File: config.mk
export PLATFORM = sky130hd
export DESIGN_NAME = ile_cell
export DESIGN_NICKNAME = d
export VERILOG_FILES = /design/src/rtl/core/ile_pkg.sv /design/src/rtl/core/ile_cell.sv
export SDC_FILE = /design/constraint.sdc
export NUM_CORES = 1
export LEC_CHECK = 0
export ABC_AREA = 1
export BUFFER_PORTS_ARGS = -buffer_cell sky130_fd_sc_hd__clkbuf_2
export CAP_MARGIN = 0
export CORE_ASPECT_RATIO = 1.25
export CORE_UTILIZATION = 41
export CTS_BUF_LIST = sky130_fd_sc_hd__clkbuf_16
export DETAILED_ROUTE_END_ITERATION = 10
export PLACE_DENSITY = 0.84
export SYNTH_ARGS = -nofsm -noshare
export SYNTH_HDL_FRONTEND = slang
export SYNTH_SLANG_ARGS = --single-unit
File: constraint.sdc
create_clock -name aclk -period 5.3 [get_ports aclk]
set_input_delay 0.795 -clock aclk [delete_from_list [all_inputs] [get_ports aclk]]
set_output_delay 0.795 -clock aclk [all_outputs]
set_load 0.02 [all_outputs]
File: src/rtl/core/ile_pkg.sv
// Package: shared types and codes for the indexed list engine.
`default_nettype none
package ile_pkg;

    localparam int FUNC_W   = 3;
    localparam int POS_W    = 7;
    localparam int DATA_W   = 32;
    localparam int LENGTH_W = 7;

    typedef enum logic [FUNC_W-1:0] {
        OP_READ   = 3'd0,
        OP_FRONT  = 3'd1,
        OP_APPEND = 3'd2,
        OP_INSERT = 3'd3,
        OP_DELETE = 3'd4
    } op_t;

    typedef struct packed {
        logic ins;
        logic del;
    } cell_ctl_t;

endpackage
`default_nettype wire

File: src/rtl/core/ile_cell.sv
// One list slot: holds a value, shifts with its neighbors on insert or delete.
`default_nettype none
module ile_cell #(
    parameter int IDX_W = 7,
    parameter int INDEX = 0
) (
    input  wire                       aclk,
    input  ile_pkg::cell_ctl_t        ctl,
    input  wire  [IDX_W-1:0]          tgt_pos,
    input  wire  [ile_pkg::DATA_W-1:0] ins_value,
    input  wire  [ile_pkg::DATA_W-1:0] prev_value,
    input  wire  [ile_pkg::DATA_W-1:0] next_value,
    output logic [ile_pkg::DATA_W-1:0] value,
    output logic [ile_pkg::DATA_W-1:0] rd_data
);
    import ile_pkg::*;

    localparam logic [IDX_W-1:0] MY_IDX = IDX_W'(INDEX);

    logic [DATA_W-1:0] value_reg;
    logic [DATA_W-1:0] value_next;

    always_comb begin
        value_next = value_reg;
        if (ctl.ins) begin
            if (MY_IDX > tgt_pos) begin
                value_next = prev_value;
            end else if (MY_IDX == tgt_pos) begin
                value_next = ins_value;
            end
        end else if (ctl.del) begin
            if (MY_IDX >= tgt_pos) begin
                value_next = next_value;
            end
        end
    end

    always_ff @(posedge aclk) begin
        value_reg <= value_next;
    end

    assign value   = value_reg;
    assign rd_data = (MY_IDX == tgt_pos) ? value_reg : '0;

endmodule
`default_nettype wire

# Word level (Yosys, flattened, before mapping)
# Cells that the tools add are included.
# Widths: inputs -> output; s select.
# op_classes
add_sub_neg	0
n_mul	0
div	0
n_lt_le_gt_ge	2
eq_ne	1
n_shift	0
muxes	6
bitwise	0
n_reduce_logical	4
# op_table
op	count
$mux 32	6
$ge 1x7->1 const A	1
$gt 1x7->1 const A	1
$logic_not 7->1	1
$reduce_bool 2->1	2
$ne 3x1->1 const B	1
$reduce_and 3->1	1
# word_totals
register_bits	32
latch_bits	0
mem_bits_rw	0
rom_bits	0
input_bits	106
output_inout_bits	64
elab_cells	14
n_memories	0

# Depth between registers and ports, before layout
# Gate-level depths: netlist of run 1.
# depth
word_depth	4
mapped_depth	4
ltp_nobuf	3

# Worst setup path after synthesis of run 1
# OpenSTA, ideal clock, no wires.
# synth_timing
path_type	in2reg
start	input tgt_pos[0]
end	register value_reg[0], in the netlist value[0] (enable)
arrival_time_ns	3.261
required_time_ns	4.839
slack_ns	1.578
cell_stages	3
cell_sequence	nor2_2 > nand2_2 > nor3_1
# synth_via
elab_chain_cells	3
# synth_lines
item	line_no	rtl
from (decl)	ile_cell.sv:9	input wire [IDX_W-1:0] tgt_pos,
$gt 1x7->1 (tied with other cells)	ile_cell.sv:26	if (MY_IDX > tgt_pos) begin
$ne 3x1->1 (no line) / $reduce_bool 2->1 (equally long branches)	-	
$reduce_and 3->1 (no line) (*)	-	
to (signal assigned)	ile_cell.sv:39	value_reg <= value_next;
to (decl)	ile_cell.sv:20	logic [DATA_W-1:0] value_reg;
# Every way passes the cells marked *; elsewhere a longest branch is shown, timed or not.
# A chain may end at the register's enable or synchronous reset.

# Worst setup path after layout of run 1
# Ends and elaborated chain as after synthesis.

==> results of run 1 <==
cell type report:
type | instances | area share
sequential | 32 | 0.351
timing repair buffer | 139 | 0.256
multi-input combinational | 103 | 0.230
inverter | 65 | 0.0890
clock buffer | 5 | 0.0456
tap | 58 | 0.0265
clock inverter | 2 | 0.00274
worst max-delay path, stage by stage:
cell and delay (ns):
clkbuf_2 0.09, nor2_2 0.10, nand2_2 0.51, nor3_2 1.10, buf_4 0.41
worst min path at each step:
stage,startpoint,end,slack (ns)
finish,ins_value[7],value[7],0.81
global route,ins_value[7],value[7],0.81
CTS,ins_value[17],value[17],0.80
detailed placement,ins_value[17],value[17],1.08
global placement,ins_value[20],value[20],1.07
floorplan,ins_value[0],value[0],0.99
routing by layer:
layer,vias to the layer above,GRT usage
met5,-,0
met4,0,0.0977
met3,8,0.0302
met2,83,0.324
met1,753,0.190
li1,924,-
stage by stage:
stage           util  power, mW  cell area, um2  cells
2_1_floorplan      -      0.327            1950    213
3_3_place_gp   0.581      0.351            2610    397
3_5_place_dp   0.581      0.355            2610    397
4_1_cts        0.610      0.614            2740    404
5_1_grt        0.610      0.629            2740    404
6_report       0.610      0.606            2740    404
power by group through the flow:
stage / logic (mW) / clock network [mW] / registers, mW
after floorplan: 0.0369 / 0 / 0.290
after global placement: 0.0634 / 0 / 0.288
after detailed placement: 0.0668 / 0 / 0.288
after CTS: 0.0669 / 0.264 / 0.283
after global routing: 0.0751 / 0.271 / 0.283
final: 0.0661 / 0.257 / 0.283
kinds of logic after synthesis:
logic type	share of synthesized area
flip-flops	0.493
AO/OA/AOI/OAI	0.0821
AND/OR/NAND/NOR	0.239
buffers and inverters	0.187
cells in the final DEF (no fill, tap or decap):
cell type | netlist | routed
nor3_1 | 3 | 2
nor3_2 | 30 | 31
edfxtp_1 | 32 | 32
nor2_2 | 1 | 1
buf_4 | 5 | 2
o21ai_1 | 13 | 13
nand2_1 | 32 | 32
inv_1 | 65 | 65
clkbuf_16 | 0 | 5
nor2_1 | 3 | 3
clkbuf_2 | 0 | 137
clkinv_1 | 0 | 2
o21ai_0 | 19 | 19
nand2_2 | 2 | 2
==> run_results.csv, run 1 <==
group,metric,value,unit
run_status,outcome,"completed",
clock_network,post-cts-setup-buffers,0,
pwr,p_leak,1.45,nW
drt,wl_per_cell,10.9,um
floorplan,start_util,0.434,
clock_network,cts_tree,"built",
worst_setup_path,crit_arrival,3.02,ns
floorplan,die_h,79.1,um
drt,viasPerCell,4.38,
drt,drc,0,
timing,finalHoldViolations,0,
pwr,p_switching,126,uW
drt,wl_met1,1.75,mm
timing,tightest_slew,1.12,ns
hold_path,hold_depth,3,
drt,dr.pass1.iters,4,
pwr,p_clk_frac,0.424,
clock_network,path_clk_slew,0.05,ns
grt,antenna_found_initial,0,
final_layout,largest_register_ff_count,32,
clock_network,cts.sinks,32,
worst_setup_path,end_kind,"flop",
clock_network,cts_buffers,5,
pwr,swShare,0.208,
final_layout,syn_to_final_growth,40.5,%
yosys,yosys_warnings,0,
drt,num_vias,1768,
pwr,seqPwrFrac,0.467,
worst_setup_path,startpoint_type,"primary input",
worst_setup_path,endpoint,"value[0]",
pwr,power_density,221,mW/mm2
worst_setup_path,cp_max_fo,33,
clock_network,cts_max_path_buffers,2,
drt,met2_length,2.30,mm
timing,timing.fmax,0.327,GHz
grt,grt_pass1_vias,1632,
yosys,synth_area_leaders,"edfxtp_1 49%, nor3_2 15%, inv_1 13%",
yosys,synth-main-ff-cell,"edfxtp_1",
clock_network,cts-resized-gates,0,
timing,fin_ws,2.24,ns
drt,ant_nets,0,
yosys,netlist_area,0.00195,mm2
grt,grt_max_degree,66,
yosys,synth_seq_cells,32,
floorplan,die_area,0.00504,mm2
yosys,ys_async_sr_fraction,0,
yosys,synth_common_cells,"65 x inv_1, 32 x edfxtp_1, 32 x nand2_1, 30 x nor3_2, 19 x o21ai_0",
drt,topRoutingLayerUsed,"met4",
timing,whs,0.813,ns
job,cap_violations,0,
floorplan,die_width,63.7,um
yosys,synth.most_common_cell,"inv_1",
yosys,ys_seq_area_frac,0.493,
placed_design,dp_slack,1.88,ns
placed_design,hpwl,3.44,mm
final_layout,fin_nets,452,
worst_setup_path,cp-startpoint,"tgt_pos[0]",
final_layout,seqCellArea,961,um2
floorplan,io_pins,170,
placed_design,io_buffers,137,
grt,track_usage,0.177,
yosys,synth_top_cell_by_area,"edfxtp_1",
hold_path,hold_class,"in2reg",
yosys,syn_area_per_cell,9.16,um2
clock_network,postCtsHoldBufs,0,
final_layout,multi_input_area,631,um2
worst_setup_path,crit_type,"in2reg",
floorplan,core_region_area,0.00449,mm2
clock_network,cts_root_buf,"clkbuf_16",
yosys,synth_cells,213,
pwr,p_int,480,uW
worst_setup_path,required,5.25,ns
yosys,syn_nets,319,
yosys,synth_edf_count,32,
timing,slew_violations,0,
timing,post-route-min-period,3.06,ns
drt,wl,4.41,mm
drt,met3_length,276,um
drt,drt_iter0_drc,47,
pwr,comb_power_share,0.109,
timing,relSlewSlack,0.251,
pwr,peakVddDrop,0.153,mV
yosys,synth_cell_type_count,13,
final_layout,nFillCells,400,
timing,min_period_over_period,0.578,
yosys,synth_top_area_frac,0.493,
final_layout,antenna_cells,0,
grt,grt-ovfl-total,0,
floorplan,core.rowCount,27,
timing,rsz0062_at_grt,"no",
placed_design,place_congestion,0.755,
timing,setup_tns,0,ns
timing,setup_violations,0,
clock_network,htree_levels,2,
final_layout,drive_gt1_frac,0.514,
grt,grt_first_pass_wirelength,6.89,mm
Power figures use the tool's default switching activity.
==> inputs of run 2 (changes only) <==
CORE_UTILIZATION = 34   (was 41)
PLACE_DENSITY = 0.74   (was 0.84)
clock period = 2.5 ns   (was 5.3 ns; I/O delays follow)
==> run_results.csv, run 2 (synthesis gave the netlist of run 1 again) <==
group,metric,value,unit
floorplan,core.rowCount,30,
timing,slew_violations,0,
grt,grt_pass1_vias,1645,
timing,rsz0062_at_grt,"no",
worst_setup_path,cpMostUsedCell,"clkbuf_2",
pwr,p_leak,1.48,nW
run_status,outcome,"completed",
hold_path,hold_class,"in2reg",
placed_design,place_congestion,0.807,
worst_setup_path,worstPathCellList,"clkbuf_2 -> nor2_1 -> nand2_2 -> buf_4 -> nor3_1 -> clkbuf_2",
final_layout,drive_gt1_frac,0.516,
final_layout,multi_input_area,637,um2
timing,min_period_over_period,0.788,
floorplan,die_h,86.7,um
clock_network,cts-resized-gates,0,
worst_setup_path,crit_arrival,1.60,ns
final_layout,layout_commonest_cell,"clkbuf_2",
grt,grt_max_degree,65,
drt,num_vias,1773,
worst_setup_path,cp-startpoint,"tgt_pos[3]",
timing,fin_ws,0.530,ns
timing,finalHoldViolations,0,
final_layout,antenna_cells,0,
placed_design,hpwl,3.59,mm
clock_network,cts_tree,"built",
floorplan,die_area,0.00605,mm2
drt,wl_per_cell,11.3,um
clock_network,cts_root_buf,"clkbuf_16",
clock_network,cts.sinks,32,
grt,antenna_found_initial,0,
timing,tightest_slew,0.527,ns
drt,dr.pass1.iters,4,
worst_setup_path,worst_path_largest_cell_delay,0.35,ns
clock_network,path_clk_slew,0.05,ns
final_layout,largest_register_ff_count,32,
clock_network,postCtsHoldBufs,0,
clock_network,post-cts-setup-buffers,0,
worst_setup_path,cp_slowest_cell,"buf_4",
final_layout,syn_to_final_growth,42.8,%
worst_setup_path,path_buf_inv,3,
pwr,power_density,467,mW/mm2
drt,viasPerCell,4.29,
hold_path,holdPathEnd,"value[12]",
drt,wl,4.68,mm
placed_design,dp_slack,0.501,ns
clock_network,cts_max_path_buffers,2,
grt,grt_first_pass_wirelength,7.27,mm
timing,post-route-min-period,1.97,ns
placed_design,io_buffers,137,
final_layout,fin_nets,454,
timing,relSlewSlack,0.648,
timing,setup_tns,0,ns
drt,drc,0,
floorplan,core_region_area,0.00548,mm2
final_layout,nFillCells,523,
worst_setup_path,startpoint_type,"primary input",
clock_network,htree_levels,2,
hold_path,min_from,"ins_value[12]",
drt,drt_iter0_drc,84,
drt,ant_nets,0,
grt,track_usage,0.155,
worst_setup_path,critical-path-top-delay-family,"buffers and inverters",
final_layout,mostFrequentLayoutCells,"137 x clkbuf_2, 67 x inv_1, 32 x nand2_1, 32 x edfxtp_1, 30 x nor3_2",
floorplan,die_width,69.7,um
hold_path,hold_depth,3,
worst_setup_path,crit_type,"in2out",
floorplan,io_pins,170,
final_layout,seqCellArea,961,um2
timing,timing.fmax,0.508,GHz
worst_setup_path,required,2.12,ns
final_layout,fin_util,0.508,
pwr,finalPower,1.30,mW
worst_setup_path,cp_max_fo,18,
job,cap_violations,0,
timing,setup_violations,0,
floorplan,start_util,0.356,
pwr,peakVddDrop,0.285,mV
clock_network,cts_buffers,5,
worst_setup_path,end_kind,"output port",
timing,whs,0.379,ns
grt,grt-ovfl-total,0,
run 2: cell types whose count changed in the layout (fill, tap and decap cells not counted), sizes merged:
cell,delta
buf,+2
clkinv,-1
inv,+2
run 2: per-stage QoR:
stage          area, um2  cells
6_report            2790    413
5_1_grt             2790    413
4_1_cts             2790    413
3_5_place_dp        2650    405
3_3_place_gp        2650    405
2_1_floorplan       1960    213
run 2: cell type report:
class	count	share of cell area
flip-flops and latches	32	0.345
repair buffers	141	0.261
multi-input cells	103	0.229
inverters	65	0.0876
clock buffers	5	0.0449
well taps	64	0.0287
clock inverters	3	0.00404
run 2: power breakdown:
part,switching [mW],total [mW],leakage (nW),internal [mW]
sequential,0.00139,0.600,0.278,0.599
clock,0.199,0.556,0.0738,0.357
combinational,0.0777,0.146,1.13,0.0678
run 2: worst max path at each step:
stage / endpoint / slack, ns / cells past startpoint
after detailed placement: rd_data[9] / 0.50 / 6
after floorplan: value[0] / 0.19 / 3
after global routing: rd_data[0] / 0.38 / 6
after CTS: rd_data[9] / 0.50 / 6
final: rd_data[0] / 0.53 / 6
after global placement: rd_data[9] / 0.56 / 6
run 2: routing by layer:
metal	vias to the layer above	wire length (um)	track usage
met3	10	266	0.0384
met4	0	96	0.0727
met1	764	1840	0.170
li1	930	-	-
met5	-	0	0
met2	69	2480	0.281
==> inputs of run 3 (changes only) <==
clock period = 1.72 ns   (was 2.5 ns; I/O delays follow)
==> run_results.csv, run 3 (synthesis gave the netlist of run 1 again) <==
group,metric,value,unit
run_status,outcome,"completed",
drt,num_vias,1792,
final_layout,fin_nets,457,
clock_network,path_clk_slew,0.05,ns
worst_setup_path,startpoint_type,"primary input",
timing,post-route-min-period,1.49,ns
grt,grt_pass1_vias,1599,
final_layout,antenna_cells,0,
worst_setup_path,crit_arrival,1.24,ns
drt,ant_nets,0,
timing,fin_ws,0.226,ns
floorplan,core_region_area,0.00548,mm2
placed_design,dp_slack,0.221,ns
floorplan,die_width,69.7,um
grt,track_usage,0.157,
placed_design,io_buffers,137,
worst_setup_path,crit_type,"in2out",
pwr,power_density,668,mW/mm2
placed_design,place_congestion,0.785,
grt,antenna_found_initial,0,
floorplan,core.rowCount,30,
worst_setup_path,end_kind,"output port",
timing,rsz0062_at_grt,"no",
placed_design,hpwl,3.68,mm
drt,viasPerCell,4.31,
worst_setup_path,required,1.46,ns
timing,timing.fmax,0.669,GHz
clock_network,cts_max_path_buffers,2,
timing,relSlewSlack,0.656,
floorplan,die_area,0.00605,mm2
clock_network,cts_buffers,5,
final_layout,syn_to_final_growth,45.4,%
final_layout,layout_commonest_cell,"clkbuf_2",
pwr,p_leak,1.50,nW
pwr,peakVddDrop,0.412,mV
clock_network,cts_root_buf,"clkbuf_16",
floorplan,die_h,86.7,um
timing,finalHoldViolations,0,
drt,drc,0,
drt,dr.pass1.iters,4,
timing,setup_violations,0,
floorplan,start_util,0.356,
clock_network,cts.sinks,32,
timing,tightest_slew,0.516,ns
floorplan,io_pins,170,
final_layout,drive_gt1_frac,0.526,
worst_setup_path,cp_max_fo,18,
grt,grt_max_degree,65,
clock_network,post-cts-setup-buffers,0,
timing,setup_tns,0,ns
drt,drt_iter0_drc,78,
grt,grt-ovfl-total,0,
drt,wl,4.68,mm
job,cap_violations,0,
drt,wl_per_cell,11.3,um
final_layout,largest_register_ff_count,32,
final_layout,mostFrequentLayoutCells,"137 x clkbuf_2, 67 x inv_1, 32 x nand2_1, 32 x edfxtp_1, 30 x nor3_2",
clock_network,cts_tree,"built",
timing,min_period_over_period,0.869,
hold_path,hold_class,"in2reg",
clock_network,htree_levels,2,
clock_network,cts-resized-gates,0,
clock_network,postCtsHoldBufs,0,
grt,grt_first_pass_wirelength,7.38,mm
timing,slew_violations,0,
## run 3: cell count changes in the layout (fill, tap and decap cells not counted), sizes merged
| cell | change |
|---|---|
| buf | +3 |
## run 3: power by group
part	switching (mW)	leakage [nW]	total [mW]	internal, mW
sequential	0.00214	0.278	0.872	0.870
clock	0.285	0.0738	0.804	0.519
combinational	0.116	1.15	0.220	0.104
## run 3: critical path, cell delays in order
cell and delay (ns):
clkbuf_2 0.09, nor2_2 0.10, nand2_2 0.18, buf_12 0.23, nor3_1 0.19, clkbuf_2 0.20
## run 3: worst paths after layout
path,from,to,slack (ns),cells past startpoint
max,tgt_pos[0],rd_data[0],0.23,6
min,ins_value[6],value[6],0.27,3
## run 3: layer usage
metal / GRT usage / part of all wire / wire length, um
met5: 0 / 0 / 0
met3: 0.0337 / 0.056 / 263
met2: 0.279 / 0.52 / 2440
met4: 0.0655 / 0.018 / 83
met1: 0.184 / 0.40 / 1890
## run 3: layout make-up
| type | count | area, um2 |
|---|---|---|
| Tap cell | 64 | 80.1 |
| Fill cell | 523 | 2640 |
| Timing Repair Buffer | 144 | 763 |
| Multi-Input combinational cell | 103 | 652 |
| Clock buffer | 5 | 125 |
| Sequential cell | 32 | 961 |
| Clock inverter | 3 | 11.3 |
| Inverter | 65 | 244 |
## run 3: stage by stage
step / total power [mW] / cells / hold slack, ns / instance area, um2 / utilization
after floorplan: 1.01 / 213 / 0.449 / 1980 / -
after global placement: 1.10 / 408 / 0.537 / 2700 / 0.493
after detailed placement: 1.11 / 408 / 0.545 / 2700 / 0.493
after CTS: 1.93 / 416 / 0.265 / 2840 / 0.518
after global routing: 1.99 / 416 / 0.273 / 2840 / 0.518
final: 1.90 / 416 / 0.271 / 2840 / 0.518
